**src/mbe_pkg.sv**
```systemverilog
`timescale 1ns / 1ps
`default_nettype none

package mbe_pkg;

  localparam int COORD_BITS = 32;
  localparam int FRAC_BITS  = 23;
  localparam int INDEX_BITS = 13;
  localparam int ITER_BITS  = 16;
  localparam int RSQ_BITS   = 8;
  localparam int SCALE_BITS = 31;
  localparam int SIZE_BITS  = 13;

  localparam int OFF_W  = INDEX_BITS + 1;
  localparam int PROD_W = 2 * COORD_BITS;
  localparam int WIDE_W = 2 * COORD_BITS + 2;

  localparam int APB_ADDR_W = 5;
  localparam int APB_DATA_W = 32;

  localparam int IN_TDATA_W  = 32;
  localparam int OUT_TDATA_W = 48;

  // register indexes, byte address = 4 * index
  localparam logic [2:0] REG_CENTER_X   = 3'd0;
  localparam logic [2:0] REG_CENTER_Y   = 3'd1;
  localparam logic [2:0] REG_PIXEL_SCL  = 3'd2;
  localparam logic [2:0] REG_MAX_ITER   = 3'd3;
  localparam logic [2:0] REG_ESC_RSQ    = 3'd4;
  localparam logic [2:0] REG_IMG_WIDTH  = 3'd5;
  localparam logic [2:0] REG_IMG_HEIGHT = 3'd6;

  typedef struct packed {
    logic signed [COORD_BITS-1:0] center_x;
    logic signed [COORD_BITS-1:0] center_y;
    logic [SCALE_BITS-1:0]        pixel_scale;
    logic [ITER_BITS-1:0]         max_iter;
    logic [RSQ_BITS-1:0]          escape_radius_sq;
    logic [SIZE_BITS-1:0]         image_width;
    logic [SIZE_BITS-1:0]         image_height;
  } cfg_t;

  typedef struct packed {
    logic in_load;   // capture pixel indices
    logic map_sel;   // multipliers take offset * scale
    logic prod_en;   // register the products
    logic load;      // c = centre + product, z = c, count = 0
    logic upd;       // z = z*z + c, count + 1
    logic out_load;  // move result into output register
  } cmd_t;

  typedef struct packed {
    logic escape;      // |z|^2 above limit
    logic k_last;      // this step reaches max_iter
    logic maxit_zero;  // no step allowed
  } sts_t;

  // clamp a wide signed value to the coordinate range
  function automatic logic signed [COORD_BITS-1:0] sat_coord(
    input logic signed [WIDE_W-1:0] v
  );
    logic signed [COORD_BITS-1:0] r;
    if ((&v[WIDE_W-1:COORD_BITS-1]) || !(|v[WIDE_W-1:COORD_BITS-1])) begin
      r = v[COORD_BITS-1:0];
    end else if (v[WIDE_W-1]) begin
      r = {1'b1, {(COORD_BITS-1){1'b0}}};
    end else begin
      r = {1'b0, {(COORD_BITS-1){1'b1}}};
    end
    return r;
  endfunction

endpackage

`default_nettype wire

```
**src/mbe_ctrl.sv**
```systemverilog
`timescale 1ns / 1ps
`default_nettype none

module mbe_ctrl (
  input  wire logic          clk_i,
  input  wire logic          rst_ni,
  input  wire logic          in_valid_i,
  output logic               in_ready_o,
  output logic               out_valid_o,
  input  wire logic          out_ready_i,
  input  wire mbe_pkg::sts_t sts_i,
  output mbe_pkg::cmd_t      cmd_o
);
  import mbe_pkg::*;

  typedef enum logic [2:0] {
    S_IDLE,
    S_MAP,
    S_LOAD,
    S_MUL,
    S_UPD,
    S_FIN
  } state_e;

  state_e state_q, state_d;
  logic   rdy_q, rdy_d;
  logic   vld_q, vld_d;
  logic   out_free;

  assign out_free = !vld_q || out_ready_i;

  always_comb begin
    state_d = state_q;
    cmd_o   = '0;
    vld_d   = vld_q && !out_ready_i;
    unique case (state_q)
      S_IDLE: begin
        if (in_valid_i && rdy_q) begin
          cmd_o.in_load = 1'b1;
          state_d       = S_MAP;
        end
      end
      S_MAP: begin
        cmd_o.map_sel = 1'b1;
        cmd_o.prod_en = 1'b1;
        state_d       = S_LOAD;
      end
      S_LOAD: begin
        cmd_o.load = 1'b1;
        state_d    = sts_i.maxit_zero ? S_FIN : S_MUL;
      end
      S_MUL: begin
        cmd_o.prod_en = 1'b1;
        state_d       = S_UPD;
      end
      S_UPD: begin
        if (sts_i.escape) begin
          state_d = S_FIN;
        end else begin
          cmd_o.upd = 1'b1;
          state_d   = sts_i.k_last ? S_FIN : S_MUL;
        end
      end
      S_FIN: begin
        if (out_free) begin
          cmd_o.out_load = 1'b1;
          vld_d          = 1'b1;
          state_d        = S_IDLE;
        end
      end
      default: state_d = S_IDLE;
    endcase
    rdy_d = (state_d == S_IDLE);
  end

  always_ff @(posedge clk_i or negedge rst_ni) begin
    if (!rst_ni) begin
      state_q <= S_IDLE;
      rdy_q   <= 1'b1;
      vld_q   <= 1'b0;
    end else begin
      state_q <= state_d;
      rdy_q   <= rdy_d;
      vld_q   <= vld_d;
    end
  end

  assign in_ready_o  = rdy_q;
  assign out_valid_o = vld_q;

endmodule

`default_nettype wire

```
**config.mk**
```make
export PLATFORM = sky130hd
export DESIGN_NAME = mbe_ctrl
export DESIGN_NICKNAME = d
export VERILOG_FILES = /design/src/mbe_pkg.sv /design/src/mbe_ctrl.sv
export SDC_FILE = /design/constraint.sdc
export NUM_CORES = 1
export LEC_CHECK = 0
export ABC_AREA = 1
export BUFFER_PORTS_ARGS = -buffer_cell sky130_fd_sc_hd__buf_2
export CORE_AREA = 3 3 40 42
export CTS_CLUSTER_DIAMETER = 50
export DETAILED_ROUTE_END_ITERATION = 10
export DIE_AREA = 0 0 43 45
export PLACE_DENSITY = 0.56
export SYNTH_ARGS = -nofsm -noshare
export SYNTH_HDL_FRONTEND = slang
export SYNTH_SLANG_ARGS = --single-unit
```
**constraint.sdc**
```tcl
create_clock -name clk_i -period 1.2 [get_ports clk_i]
set_clock_uncertainty 0.15 [all_clocks]
set_input_delay 0.06 -clock clk_i [delete_from_list [all_inputs] [get_ports clk_i]]
set_output_delay 0.06 -clock clk_i [all_outputs]
set_load 0.005 [all_outputs]
```
==> impl_metrics.toml <==
[worst_setup_path]
cp_slowest_cell = "dfrtp_2"
reg2reg_depth = 7
endpoint_kind = "output port"
path_cells = "nor3_2, nand3_2, inv_2, buf_2"
reg2reg_from = "state_q[1]$_DFF_PN0_"
crit_end = "cmd_o[5]"
path_max_fanout = 4
arrival_ns = 1.14
r2r_end = "in_ready_o$_DFF_PN1_"
r2r_slack_ns = -0.05
path_buf_inv = 2
cp.depth = 4
path_class = "reg -> out"
cpPeakStageDelay_ns = 0.43
cp-start-kind = "register"
startpoint = "state_q[1]$_DFF_PN0_"
cp.required_ns = 0.99
crit_family = "flip-flops"

[job]
cap_violations = 0

[floorplanning]
die_height_um = 45
dieWidth_um = 43
rows = 13
die_area_mm2 = 0.00194
pin_count = 15
design.core.area_mm2 = 0.00128
floorplan.initialDensity_pct = 26.4

[sta]
fin_crit_sh_pct = 112
hold_viol = 1
whs_ns = -0.0351
timing.fmax_mhz = 743
drv_slew = 0
tns_ns = -0.819
relSlewSlack_pct = 87.2
rsz0062_at_grt = "true"
period_needed_ns = 1.35
setup_viol = 8
tightest_slew_ns = 0.192
finalWorstSetupSlack_ns = -0.146

[power]
power.density_mw_per_mm2 = 2210
intPower_uw = 668
combinationalPowerShare_pct = 51.6
finalPower_mw = 1.16
net-switching-power_uw = 493
clkPwrFrac_pct = 16.7
p_sw_share_pct = 42.5
seqPwrFrac_pct = 31.7
vdd_ir_drop_max_mv = 0.593
p_leak_nw = 0.323

[routing]
route.detailed.drc = 0
vias_per_cell = 4.17
drtIter0Drc = 5
wl_per_cell_um = 9.71
first_pass_iters = 4
drt-total-wl_um = 806
antenna_left = 0
vias = 346

[cells_and_area]
final_area_um2 = 527
instances_no_fill = 83
drive_gt1_share_pct = 58.8
antenna_cells = 0
area_growth_pct = 55.4
fin_nets = 76

[global_routing]
grt_use_total_pct = 9.87
grt_first_pass_wirelength_um = 1410
grt_pass1_vias = 371
grt.overflow.total = 0
antenna_found_initial = 0
grt_max_degree = 7

[clock_tree]
path_clk_slew_ns = 0.04
clockBufferDepth = 2
root_buffer = "clkbuf_4"
clk_latency_ns = 0.24
htreeDepth = 1
cts_buffers = 3
cts_tree = "yes"
hold_buffers = 2
cts.sinks = 5

[synth]
syn_inst = 46
syn_area_um2 = 339
ys_ff_latch = 5
ys_seq_area_share_pct = 37.3
syn-mean-instance-area_um2 = 7.37
syn_nets = 53
yosysWarningCount = 0
synth.lib_cells_used.distinct = 16

[place]
hpwl_um = 615
post_dp_cell_area_um2 = 428
io_buffers = 14
place_inst = 75
gp_congestion = 0.639

[hold_path]
hold_path.class = "in -> reg"
hold_start = "out_ready_i"

[status]
status = "finished, violations left"
violations = "hold timing, setup timing"
## repair_timing
action / in CTS / in global routing
buffers inserted: 2 / 0
endpoints found under the hold margin: 6 / 1
resized for setup: 9 / 4
gates cloned: 0 / 0
pin swaps: 6 / 2
setup endpoints to repair: 7 / 10
## cells in the mapped netlist
| cell type | number | area [µm²] |
|---|---|---|
| nand2_1 | 10 | 37.5 |
| nor3_1 | 1 | 5.00 |
| nand3_1 | 3 | 15.0 |
| dfstp_2 | 1 | 26.3 |
| a21oi_1 | 1 | 5.00 |
| dfrtp_1 | 4 | 100 |
| nand2_4 | 1 | 11.3 |
| nand4_1 | 1 | 6.26 |
| nand3b_4 | 1 | 20.0 |
| o21ai_1 | 1 | 5.00 |
| or2_4 | 1 | 8.76 |
| inv_2 | 1 | 3.75 |
| inv_1 | 11 | 41.3 |
| nor2_2 | 3 | 18.8 |
| nor2_1 | 4 | 15.0 |
| nand3_2 | 2 | 20.0 |
## power by group through the flow
stage | registers [mW] | logic (mW) | clock network, mW
after floorplan | 0.328 | 0.337 | 0
after global placement | 0.335 | 0.491 | 0
after detailed placement | 0.335 | 0.498 | 0
after CTS | 0.353 | 0.594 | 0.204
after global routing | 0.379 | 0.681 | 0.207
final | 0.368 | 0.599 | 0.195
## cells in the final DEF (no fill, tap or decap), types with 2 or more instances in the layout
master / n
inv_1: 10
nor2_1: 2
nand2_2: 3
nand3_1: 3
nor2_2: 4
buf_2: 14
buf_4: 2
inv_2: 2
dfrtp_2: 3
nand2_1: 7
dlygate4sd3_1: 2
clkbuf_4: 3
## stage by stage
step                worst slack (ns)  util [%]
global route                  -0.205      41.0
finish                        -0.146      41.0
global placement            -0.00235      33.3
floorplan                     0.0852         -
CTS                           -0.162      40.5
detailed placement           -0.0182      33.3
## kinds of logic (layout without fill, tap and decap cells)
kind of cell	after synthesis	after routing	synth area share, %
AND/OR/NAND/NOR	27	27	46.5
flip-flops	5	5	37.3
AO/OA/AOI/OAI	2	2	2.95
buffers and inverters	12	34	13.3
## metal layers
layer	share of wire (%)	up-vias	GRT usage, %
li1	-	182	-
met1	38	156	10.3
met2	57	6	17.4
met3	3.1	2	2.39
met4	1.7	0	7.23
met5	0	-	0
## worst register-to-register path, cell delays in order, from the launching register on
cell and delay [ns]:
dfrtp_2 0.43, inv_2 0.13, nor2_4 0.07, nand2_2 0.07, o21ai_2 0.06, nor2_2 0.13, nand2_1 0.08, nor2_2 0.07
## how the worst min path moves through the flow
stage	to	cells past startpoint	slack (ns)
global route	out_valid_o$_DFF_PN0_	4	-0.003
global placement	out_valid_o$_DFF_PN0_	1	-0.27
floorplan	out_valid_o$_DFF_PN0_	0	-0.39
detailed placement	out_valid_o$_DFF_PN0_	1	-0.27
CTS	out_valid_o$_DFF_PN0_	4	-0.04
finish	out_valid_o$_DFF_PN0_	4	-0.04
## registers in the layout, indices dropped and copies added (netlist names)
signal,flops
state_q,3
in_ready_o,1
out_valid_o,1
## area by class of cell
cell class                 instances  area, µm²
fill                             139        758
clock buffer                       4       26.3
inverter                          12       45.0
timing repair buffer              18        105
tap                               15       18.8
multi-input combinational         29        201
sequential                         5        130
Note: power is estimated with default switching activity, not from simulation.
