`config.mk`:
```
export PLATFORM = sky130hd
export DESIGN_NAME = mbe_cfg_regs
export DESIGN_NICKNAME = d
export VERILOG_FILES = /design/src/mbe_pkg.sv /design/src/mbe_cfg_regs.sv
export SDC_FILE = /design/constraint.sdc
export NUM_CORES = 1
export LEC_CHECK = 0
export ABC_AREA = 1
export BUFFER_PORTS_ARGS = -buffer_cell sky130_fd_sc_hd__buf_2
export CAP_MARGIN = 20
export CELL_PAD_IN_SITES_DETAIL_PLACEMENT = 1
export CELL_PAD_IN_SITES_GLOBAL_PLACEMENT = 2
export CORE_MARGIN = 8
export CORE_UTILIZATION = 31
export CTS_CLUSTER_DIAMETER = 30
export DETAILED_ROUTE_END_ITERATION = 10
export GPL_TIMING_DRIVEN = 0
export PLACE_DENSITY = 0.95
export SKIP_LAST_GASP = 1
export SYNTH_ARGS = -nofsm -noshare
export SYNTH_HDL_FRONTEND = slang
export SYNTH_SLANG_ARGS = --single-unit
export TNS_END_PERCENT = 5
```
`constraint.sdc`:
```
create_clock -name clk_i -period 3.1 [get_ports clk_i]
set_clock_uncertainty 0.15 [all_clocks]
set_input_delay 0.62 -clock clk_i [delete_from_list [all_inputs] [get_ports clk_i]]
set_output_delay 0.62 -clock clk_i [all_outputs]
set_load 0.01 [all_outputs]
```
`src/mbe_pkg.sv`:
```
`timescale 1ns / 1ps
`default_nettype none

package mbe_pkg;

  localparam int COORD_BITS = 32;
  localparam int FRAC_BITS  = 23;
  localparam int INDEX_BITS = 13;
  localparam int ITER_BITS  = 16;
  localparam int RSQ_BITS   = 8;
  localparam int SCALE_BITS = 31;
  localparam int SIZE_BITS  = 13;

  localparam int OFF_W  = INDEX_BITS + 1;
  localparam int PROD_W = 2 * COORD_BITS;
  localparam int WIDE_W = 2 * COORD_BITS + 2;

  localparam int APB_ADDR_W = 5;
  localparam int APB_DATA_W = 32;

  localparam int IN_TDATA_W  = 32;
  localparam int OUT_TDATA_W = 48;

  // register indexes, byte address = 4 * index
  localparam logic [2:0] REG_CENTER_X   = 3'd0;
  localparam logic [2:0] REG_CENTER_Y   = 3'd1;
  localparam logic [2:0] REG_PIXEL_SCL  = 3'd2;
  localparam logic [2:0] REG_MAX_ITER   = 3'd3;
  localparam logic [2:0] REG_ESC_RSQ    = 3'd4;
  localparam logic [2:0] REG_IMG_WIDTH  = 3'd5;
  localparam logic [2:0] REG_IMG_HEIGHT = 3'd6;

  typedef struct packed {
    logic signed [COORD_BITS-1:0] center_x;
    logic signed [COORD_BITS-1:0] center_y;
    logic [SCALE_BITS-1:0]        pixel_scale;
    logic [ITER_BITS-1:0]         max_iter;
    logic [RSQ_BITS-1:0]          escape_radius_sq;
    logic [SIZE_BITS-1:0]         image_width;
    logic [SIZE_BITS-1:0]         image_height;
  } cfg_t;

  typedef struct packed {
    logic in_load;   // capture pixel indices
    logic map_sel;   // multipliers take offset * scale
    logic prod_en;   // register the products
    logic load;      // c = centre + product, z = c, count = 0
    logic upd;       // z = z*z + c, count + 1
    logic out_load;  // move result into output register
  } cmd_t;

  typedef struct packed {
    logic escape;      // |z|^2 above limit
    logic k_last;      // this step reaches max_iter
    logic maxit_zero;  // no step allowed
  } sts_t;

  // clamp a wide signed value to the coordinate range
  function automatic logic signed [COORD_BITS-1:0] sat_coord(
    input logic signed [WIDE_W-1:0] v
  );
    logic signed [COORD_BITS-1:0] r;
    if ((&v[WIDE_W-1:COORD_BITS-1]) || !(|v[WIDE_W-1:COORD_BITS-1])) begin
      r = v[COORD_BITS-1:0];
    end else if (v[WIDE_W-1]) begin
      r = {1'b1, {(COORD_BITS-1){1'b0}}};
    end else begin
      r = {1'b0, {(COORD_BITS-1){1'b1}}};
    end
    return r;
  endfunction

endpackage

`default_nettype wire

```
`src/mbe_cfg_regs.sv`:
```
`timescale 1ns / 1ps
`default_nettype none

module mbe_cfg_regs (
  input  wire logic                           clk_i,
  input  wire logic                           rst_ni,
  input  wire logic                           psel,
  input  wire logic                           penable,
  input  wire logic                           pwrite,
  input  wire logic [mbe_pkg::APB_ADDR_W-1:0] paddr,
  input  wire logic [mbe_pkg::APB_DATA_W-1:0] pwdata,
  output logic      [mbe_pkg::APB_DATA_W-1:0] prdata,
  output logic                                pready,
  output mbe_pkg::cfg_t                       cfg_o
);
  import mbe_pkg::*;

  cfg_t       cfg_q, cfg_d;
  logic [2:0] idx;
  logic       wr_en;

  assign pready = 1'b1;
  assign idx    = paddr[APB_ADDR_W-1:2];
  assign wr_en  = psel && penable && pwrite && pready;

  always_comb begin
    cfg_d = cfg_q;
    if (wr_en) begin
      unique case (idx)
        REG_CENTER_X:   cfg_d.center_x         = $signed(pwdata[COORD_BITS-1:0]);
        REG_CENTER_Y:   cfg_d.center_y         = $signed(pwdata[COORD_BITS-1:0]);
        REG_PIXEL_SCL:  cfg_d.pixel_scale      = pwdata[SCALE_BITS-1:0];
        REG_MAX_ITER:   cfg_d.max_iter         = pwdata[ITER_BITS-1:0];
        REG_ESC_RSQ:    cfg_d.escape_radius_sq = pwdata[RSQ_BITS-1:0];
        REG_IMG_WIDTH:  cfg_d.image_width      = pwdata[SIZE_BITS-1:0];
        REG_IMG_HEIGHT: cfg_d.image_height     = pwdata[SIZE_BITS-1:0];
        default:        cfg_d = cfg_q;
      endcase
    end
  end

  always_comb begin
    unique case (idx)
      REG_CENTER_X:   prdata = APB_DATA_W'(unsigned'(cfg_q.center_x));
      REG_CENTER_Y:   prdata = APB_DATA_W'(unsigned'(cfg_q.center_y));
      REG_PIXEL_SCL:  prdata = APB_DATA_W'(cfg_q.pixel_scale);
      REG_MAX_ITER:   prdata = APB_DATA_W'(cfg_q.max_iter);
      REG_ESC_RSQ:    prdata = APB_DATA_W'(cfg_q.escape_radius_sq);
      REG_IMG_WIDTH:  prdata = APB_DATA_W'(cfg_q.image_width);
      REG_IMG_HEIGHT: prdata = APB_DATA_W'(cfg_q.image_height);
      default:        prdata = '0;
    endcase
  end

  always_ff @(posedge clk_i or negedge rst_ni) begin
    if (!rst_ni) begin
      cfg_q.center_x         <= -COORD_BITS'(32'sd5452595);
      cfg_q.center_y         <= '0;
      cfg_q.pixel_scale      <= SCALE_BITS'(6827);
      cfg_q.max_iter         <= ITER_BITS'(3000);
      cfg_q.escape_radius_sq <= RSQ_BITS'(100);
      cfg_q.image_width      <= SIZE_BITS'(4096);
      cfg_q.image_height     <= SIZE_BITS'(3072);
    end else begin
      cfg_q <= cfg_d;
    end
  end

  assign cfg_o = cfg_q;

endmodule

`default_nettype wire

```
==> metrics.yaml, run 1 <==
die:
  initial_utilization: 0.316
  die_w_um: 165
  coreArea_mm2: 0.0219
  pin_count: 220
  dieArea_mm2: 0.0274
  chipHeight_um: 165
  std_cell_rows: 54
timing:
  rsz0062_at_grt: "true"
  slew_headroom: 0.545
  worstMarginPinSlew_ns: 0.680
  finalSetupViolCount: 8
  setup_slack_ns: -0.0193
  maxSlewViolCount: 0
  layout_min_cycle_time_ns: 3.12
  clock.fmax_mhz: 321
  finalSetupTns_ns: -0.0821
  fin_crit_sh: 1.01
  hold_viol: 0
detailed_routing:
  highest_layer: "met5"
  first_pass_iters: 7
  first_iter_violations: 447
  drcViolationCount: 0
  wl_met3_mm: 1.95
  vias_per_cell: 5.23
  wirelength_mm: 31.1
  route.met2.wl_mm: 14.7
  route.layer.met1.wl_mm: 13.2
  wl_per_cell_um: 22.0
  ant_nets: 0
  vias: 7401
power:
  ir_drop_uv: 340
  power.leakage_uw: 0.00488
  power.density_mw_per_mm2: 693
critical_path:
  cp.arrival_ns: 2.35
  cp_num_buf_inv: 5
  critPathMaxFanout: 10
  cp_slowest_stage_delay_ns: 0.33
  critPathRequiredTime_ns: 2.33
  crit_family: "buffers and inverters"
  cp_common_cell: "buf_2"
  path_class: "input port to primary output"
  critPathLaunchType: "input port"
  crit_path_end_kind: "primary output"
  r2r_start: "cfg_o[57]"
  reg2regPathDepth: 2
  r2r-end: "cfg_o[57]"
  crit_slowest_cell: "buf_2"
  path_cells: "buf_2 -> buf_4 -> nor2_4 -> nand2_1 -> inv_1 -> buf_2 -> nand2_1 -> nand3_1 -> buf_2"
  reg2reg_setup_slack_ns: 2.11
clocking:
  ctsLongestPathBuffers: 2
  numCtsBuffers: 17
  clock_sinks: 145
  clkSlewWorstSetupHoldPaths_ns: 0.06
  postCtsSetupBuffers: 0
  cts_tree: "yes"
  htree_num_levels: 4
  cts_root_buf: "clkbuf_16"
  clk_latency_ns: 0.43
layout:
  area_delta_synth_final_pct: 30.4
  multiInputGateArea_mm2: 0.00278
  ff_latch_area_mm2: 0.00368
  fin_nets: 1162
  largest_register_ffs: 145
  nFillCells: 2774
  instances_no_fill: 1414
  drive_gt1_frac: 0.285
logic_synthesis:
  synth_enable_flop_cells: 0
  ys_warn_count: 0
  ys_types: 20
  syn_area_mm2: 0.00692
  async_reset_ff_frac: 1.00
  syn_inst: 884
  synth_seq_cells: 145
  synth_flop_cell: "dfrtp_1"
  yosysSeqAreaShare: 0.532
  synth_fp_nets: 926
  syn_avg_cell_area_um2: 7.83
placed_design:
  dp.cells: 1381
  gp_congestion: 0.836
  dp_hpwl_mm: 23.2
  portBuffers: 216
global_routing:
  grt_overflow: 0
  first_global_vias: 7835
  grt_first_pass_wirelength_mm: 46.8
  grtUsageTotal: 0.227
  antenna_found_initial: 2
  grt_max_degree: 83
run_status:
  violations: "negative setup slack"
  status: "finished, violations left"
min_path:
  hold_path_class: "input port to async pin"
flow_run:
  drv_cap: 0
## where the power goes
part	internal, uW	switching [uW]
Clock	1360	887
Combinational	488	858
Sequential	2320	337
Total	4170	2080
## worst max-delay path by stage
stage,startpoint,endpoint,slack [ns],cells after the start
2_1_floorplan,paddr[2],prdata[18],0.77,7
3_3_place_gp,rst_ni,cfg_o[130],-0.89,1
3_5_place_dp,paddr[3],prdata[28],-0.11,8
4_1_cts,paddr[2],prdata[0],-0.08,9
5_1_grt,paddr[2],prdata[25],-0.18,9
6_report,paddr[2],prdata[19],-0.02,9
## layout by cell type, fill, tap and decap left out, types with 3 or more instances in the layout
| cell type | Yosys | final |
|---|---|---|
| nand2_1 | 330 | 330 |
| buf_2 | 18 | 233 |
| o21ai_0 | 115 | 115 |
| dfrtp_1 | 103 | 103 |
| nand4_1 | 65 | 65 |
| inv_1 | 50 | 50 |
| nand3_1 | 44 | 44 |
| dfstp_2 | 42 | 42 |
| nor2_1 | 32 | 32 |
| o21ai_1 | 31 | 31 |
| clkbuf_1 | 33 | 30 |
| clkbuf_16 | 0 | 17 |
| buf_1 | 9 | 9 |
| inv_6 | 0 | 4 |
| bufinv_16 | 0 | 4 |
| buf_4 | 3 | 3 |
| clkbuf_2 | 0 | 3 |
| clkinv_4 | 0 | 3 |
## through the flow
step	area, um^2	hold slack, ns	setup slack (ns)	total power, uW	utilization
detailed placement	8390	0.324	-0.111	4050	0.383
global route	9030	0.0568	-0.176	6540	0.412
global placement	8350	0.318	-0.886	3990	0.382
CTS	9020	0.0475	-0.0784	6290	0.412
finish	9030	0.0110	-0.0193	6250	0.412
floorplan	6920	0.174	0.771	3210	-
## final cells by class
| cell class | count | area share |
|---|---|---|
| antenna | 1 | 0.000277 |
| buffer | 63 | 0.0304 |
| inverter | 52 | 0.0216 |
| sequential | 145 | 0.408 |
| tap | 280 | 0.0388 |
| multi-input combinational | 624 | 0.308 |
| clock buffer | 17 | 0.0471 |
| timing repair buffer | 217 | 0.124 |
| clock inverter | 15 | 0.0229 |
## logic make-up (layout without fill, tap and decap cells)
kind of cell           count (synthesis)  in the layout  share of synthesized area
flip-flops                           145            145                      0.532
AO/OA/AOI/OAI                        146            146                      0.106
other                                  1              2                   0.000542
AND/OR/NAND/NOR                      477            477                      0.295
buffers and inverters                115            364                     0.0672
## routing by layer
metal | global-route usage | vias to the layer above
li1 | - | 3379
met1 | 0.291 | 3713
met2 | 0.360 | 241
met3 | 0.0496 | 66
met4 | 0.103 | 2
met5 | 0 | -
## cells in the mapped netlist, types with 2 or more instances
master | number | area share
nand4_1 | 65 | 0.059
dfstp_2 | 42 | 0.16
inv_2 | 2 | 0.0011
nor2_1 | 32 | 0.017
buf_4 | 3 | 0.0033
inv_1 | 50 | 0.027
o21ai_1 | 31 | 0.022
dfrtp_1 | 103 | 0.37
nand3_1 | 44 | 0.032
o21ai_0 | 115 | 0.083
clkbuf_1 | 33 | 0.018
buf_1 | 9 | 0.0049
nand2_1 | 330 | 0.18
buf_2 | 18 | 0.013
nor2_2 | 2 | 0.0018
## worst reg2reg max path, delay by kind of cell (launching register included)
family	cells	cell delay, ns
AO/OA/AOI/OAI	1	0.11
flip-flops	1	0.58
AND/OR/NAND/NOR	1	0.08
## repair_timing
action | 4_1_cts | 5_1_grt
setup endpoints to repair | 23 | 22
hold buffers | 0 | 0
resized for setup | 2 | 2
Power figures use the tool's default switching activity.
==> inputs of run 2 (changes only) <==
- SKIP_LAST_GASP: 1 -> default
==> metrics.yaml, run 2 (synthesis results as in run 1) <==
critical_path:
  crit_path_end_kind: "primary output"  # unchanged
  reg2regPathDepth: 2  # unchanged
  path_class: "input port to primary output"  # unchanged
  r2r_start: "cfg_o[57]"  # unchanged
  critPathMaxFanout: 10  # unchanged
  r2r-end: "cfg_o[57]"  # unchanged
  critPathLaunchType: "input port"  # unchanged
  reg2reg_setup_slack_ns: 2.11  # about the same
  cp.arrival_ns: 2.28  # was 2.35 ns
  critPathRequiredTime_ns: 2.33  # about the same
power:
  ir_drop_uv: 339  # was 340 uV
  power.leakage_uw: 0.00489  # was 0.00488 uW
  power.density_mw_per_mm2: 692  # was 693 mW/mm^2
layout:
  final_area_mm2: 0.00903  # about the same
  fin_nets: 1162  # unchanged
  largest_register_ffs: 145  # unchanged
  final_common_cell: "nand2_1"  # unchanged
  drive_gt1_frac: 0.288  # was 0.285
  final_util: 0.413  # was 0.412
  area_delta_synth_final_pct: 30.5  # was 30.4%
  final_cell_mix: "nand2_1 (330), buf_2 (232), o21ai_0 (115)"  # was nand2_1 (330), buf_2 (233), o21ai_0 (115)
die:
  dieArea_mm2: 0.0274  # unchanged
  initial_utilization: 0.316  # unchanged
  std_cell_rows: 54  # unchanged
  chipHeight_um: 165  # unchanged
  die_w_um: 165  # unchanged
  pin_count: 220  # unchanged
  coreArea_mm2: 0.0219  # unchanged
detailed_routing:
  vias_per_cell: 5.22  # was 5.23
  vias: 7378  # was 7,401
  wirelength_mm: 31.0  # was 31.1 mm
  first_iter_violations: 441  # was 447
  ant_nets: 0  # unchanged
  first_pass_iters: 5  # was 7
  wl_per_cell_um: 21.9  # was 22.0 um
  drcViolationCount: 0  # unchanged
timing:
  rsz0062_at_grt: "false"  # was true
  finalSetupViolCount: 0  # was 8
  worstMarginPinSlew_ns: 0.700  # was 0.680 ns
  hold_viol: 0  # unchanged
  finalSetupTns_ns: 0  # was -0.0821 ns
  maxSlewViolCount: 0  # unchanged
  clock.fmax_mhz: 328  # was 321 MHz
  layout_min_cycle_time_ns: 3.05  # was 3.12 ns
  slew_headroom: 0.534  # was 0.545
  setup_slack_ns: 0.0468  # was -0.0193 ns
  fin_crit_sh: 0.985  # was 1.01
clocking:
  numCtsBuffers: 17  # unchanged
  clkSlewWorstSetupHoldPaths_ns: 0.06  # about the same
  cts_tree: "yes"  # unchanged
  cts_root_buf: "clkbuf_16"  # unchanged
  htree_num_levels: 4  # unchanged
  clock_sinks: 145  # unchanged
  ctsLongestPathBuffers: 2  # unchanged
  clk_latency_ns: 0.42  # was 0.43 ns
  cts_hold_buffers: 0  # unchanged
global_routing:
  grt_first_pass_wirelength_mm: 46.8  # unchanged
  antenna_found_initial: 2  # unchanged
  grt_overflow: 0  # unchanged
  first_global_vias: 7838  # was 7,835
  grt_max_degree: 83  # unchanged
  grtUsageTotal: 0.227  # unchanged
flow_run:
  drv_cap: 0  # unchanged
placed_design:
  gp_congestion: 0.836  # unchanged
  post_dp_cell_area_mm2: 0.00839  # unchanged
  portBuffers: 216  # unchanged
  dp_hpwl_mm: 23.2  # unchanged
  post-place-ws_ns: -0.111  # unchanged
min_path:
  hold_path_class: "input port to async pin"  # unchanged
run_status:
  status: "completed"  # was finished, violations left
[run 2: where the power goes]
part / internal [uW] / switching [uW] / total [uW]
sequential: 2320 / 336 / 2660
combinational: 489 / 857 / 1350
clock: 1360 / 882 / 2240
total: 4170 / 2070 / 6250
[run 2: worst max path at each step]
stage	startpoint	end	slack [ns]	cells after the start
global route	paddr[3]	prdata[27]	0.02	8
detailed placement	paddr[3]	prdata[28]	-0.11	8
CTS	paddr[2]	prdata[2]	0.05	9
finish	paddr[3]	prdata[12]	0.05	9
floorplan	paddr[2]	prdata[18]	0.77	7
global placement	rst_ni	cfg_o[130]	-0.89	1
[run 2: worst max-delay path, stage by stage]
cell and delay, ns:
buf_2 0.14, inv_2 0.06, buf_2 0.23, clkbuf_1 0.57, nand4_1 0.16, nand2_1 0.17
nor2_1 0.07, nand2_1 0.10, buf_2 0.15
[run 2: what timing repair did]
| item | CTS | global route |
|---|---|---|
| setup buffers | 0 | 0 |
| resized for setup | 5 | 3 |
| endpoints found under the setup margin | 23 | 12 |
[run 2: final cells by class]
type | count | area, um^2
diodes | 1 | 2.50
plain buffers | 63 | 279
clock buffers | 17 | 425
clock inverters | 15 | 206
fillers | 2773 | 12900
inverters | 52 | 195
multi-input cells | 624 | 2780
flip-flops and latches | 145 | 3680
well taps | 280 | 350
repair buffers | 217 | 1110
[run 2: per-layer routing]
layer  global-route usage  wire (um)  vias up
met5                    0          8        -
met4                0.103       1140        2
met3               0.0496       2070       64
met2                0.360      14700      252
met1                0.291      13000     3681
li1                     -          -     3379
[run 2: per-stage QoR]
stage / total power (uW) / hold slack, ns / instances
2_1_floorplan: 3210 / 0.174 / 884
3_3_place_gp: 3990 / 0.318 / 1380
3_5_place_dp: 4050 / 0.324 / 1381
4_1_cts: 6290 / 0.0475 / 1413
5_1_grt: 6540 / 0.0568 / 1414
6_report: 6250 / 0.0128 / 1414
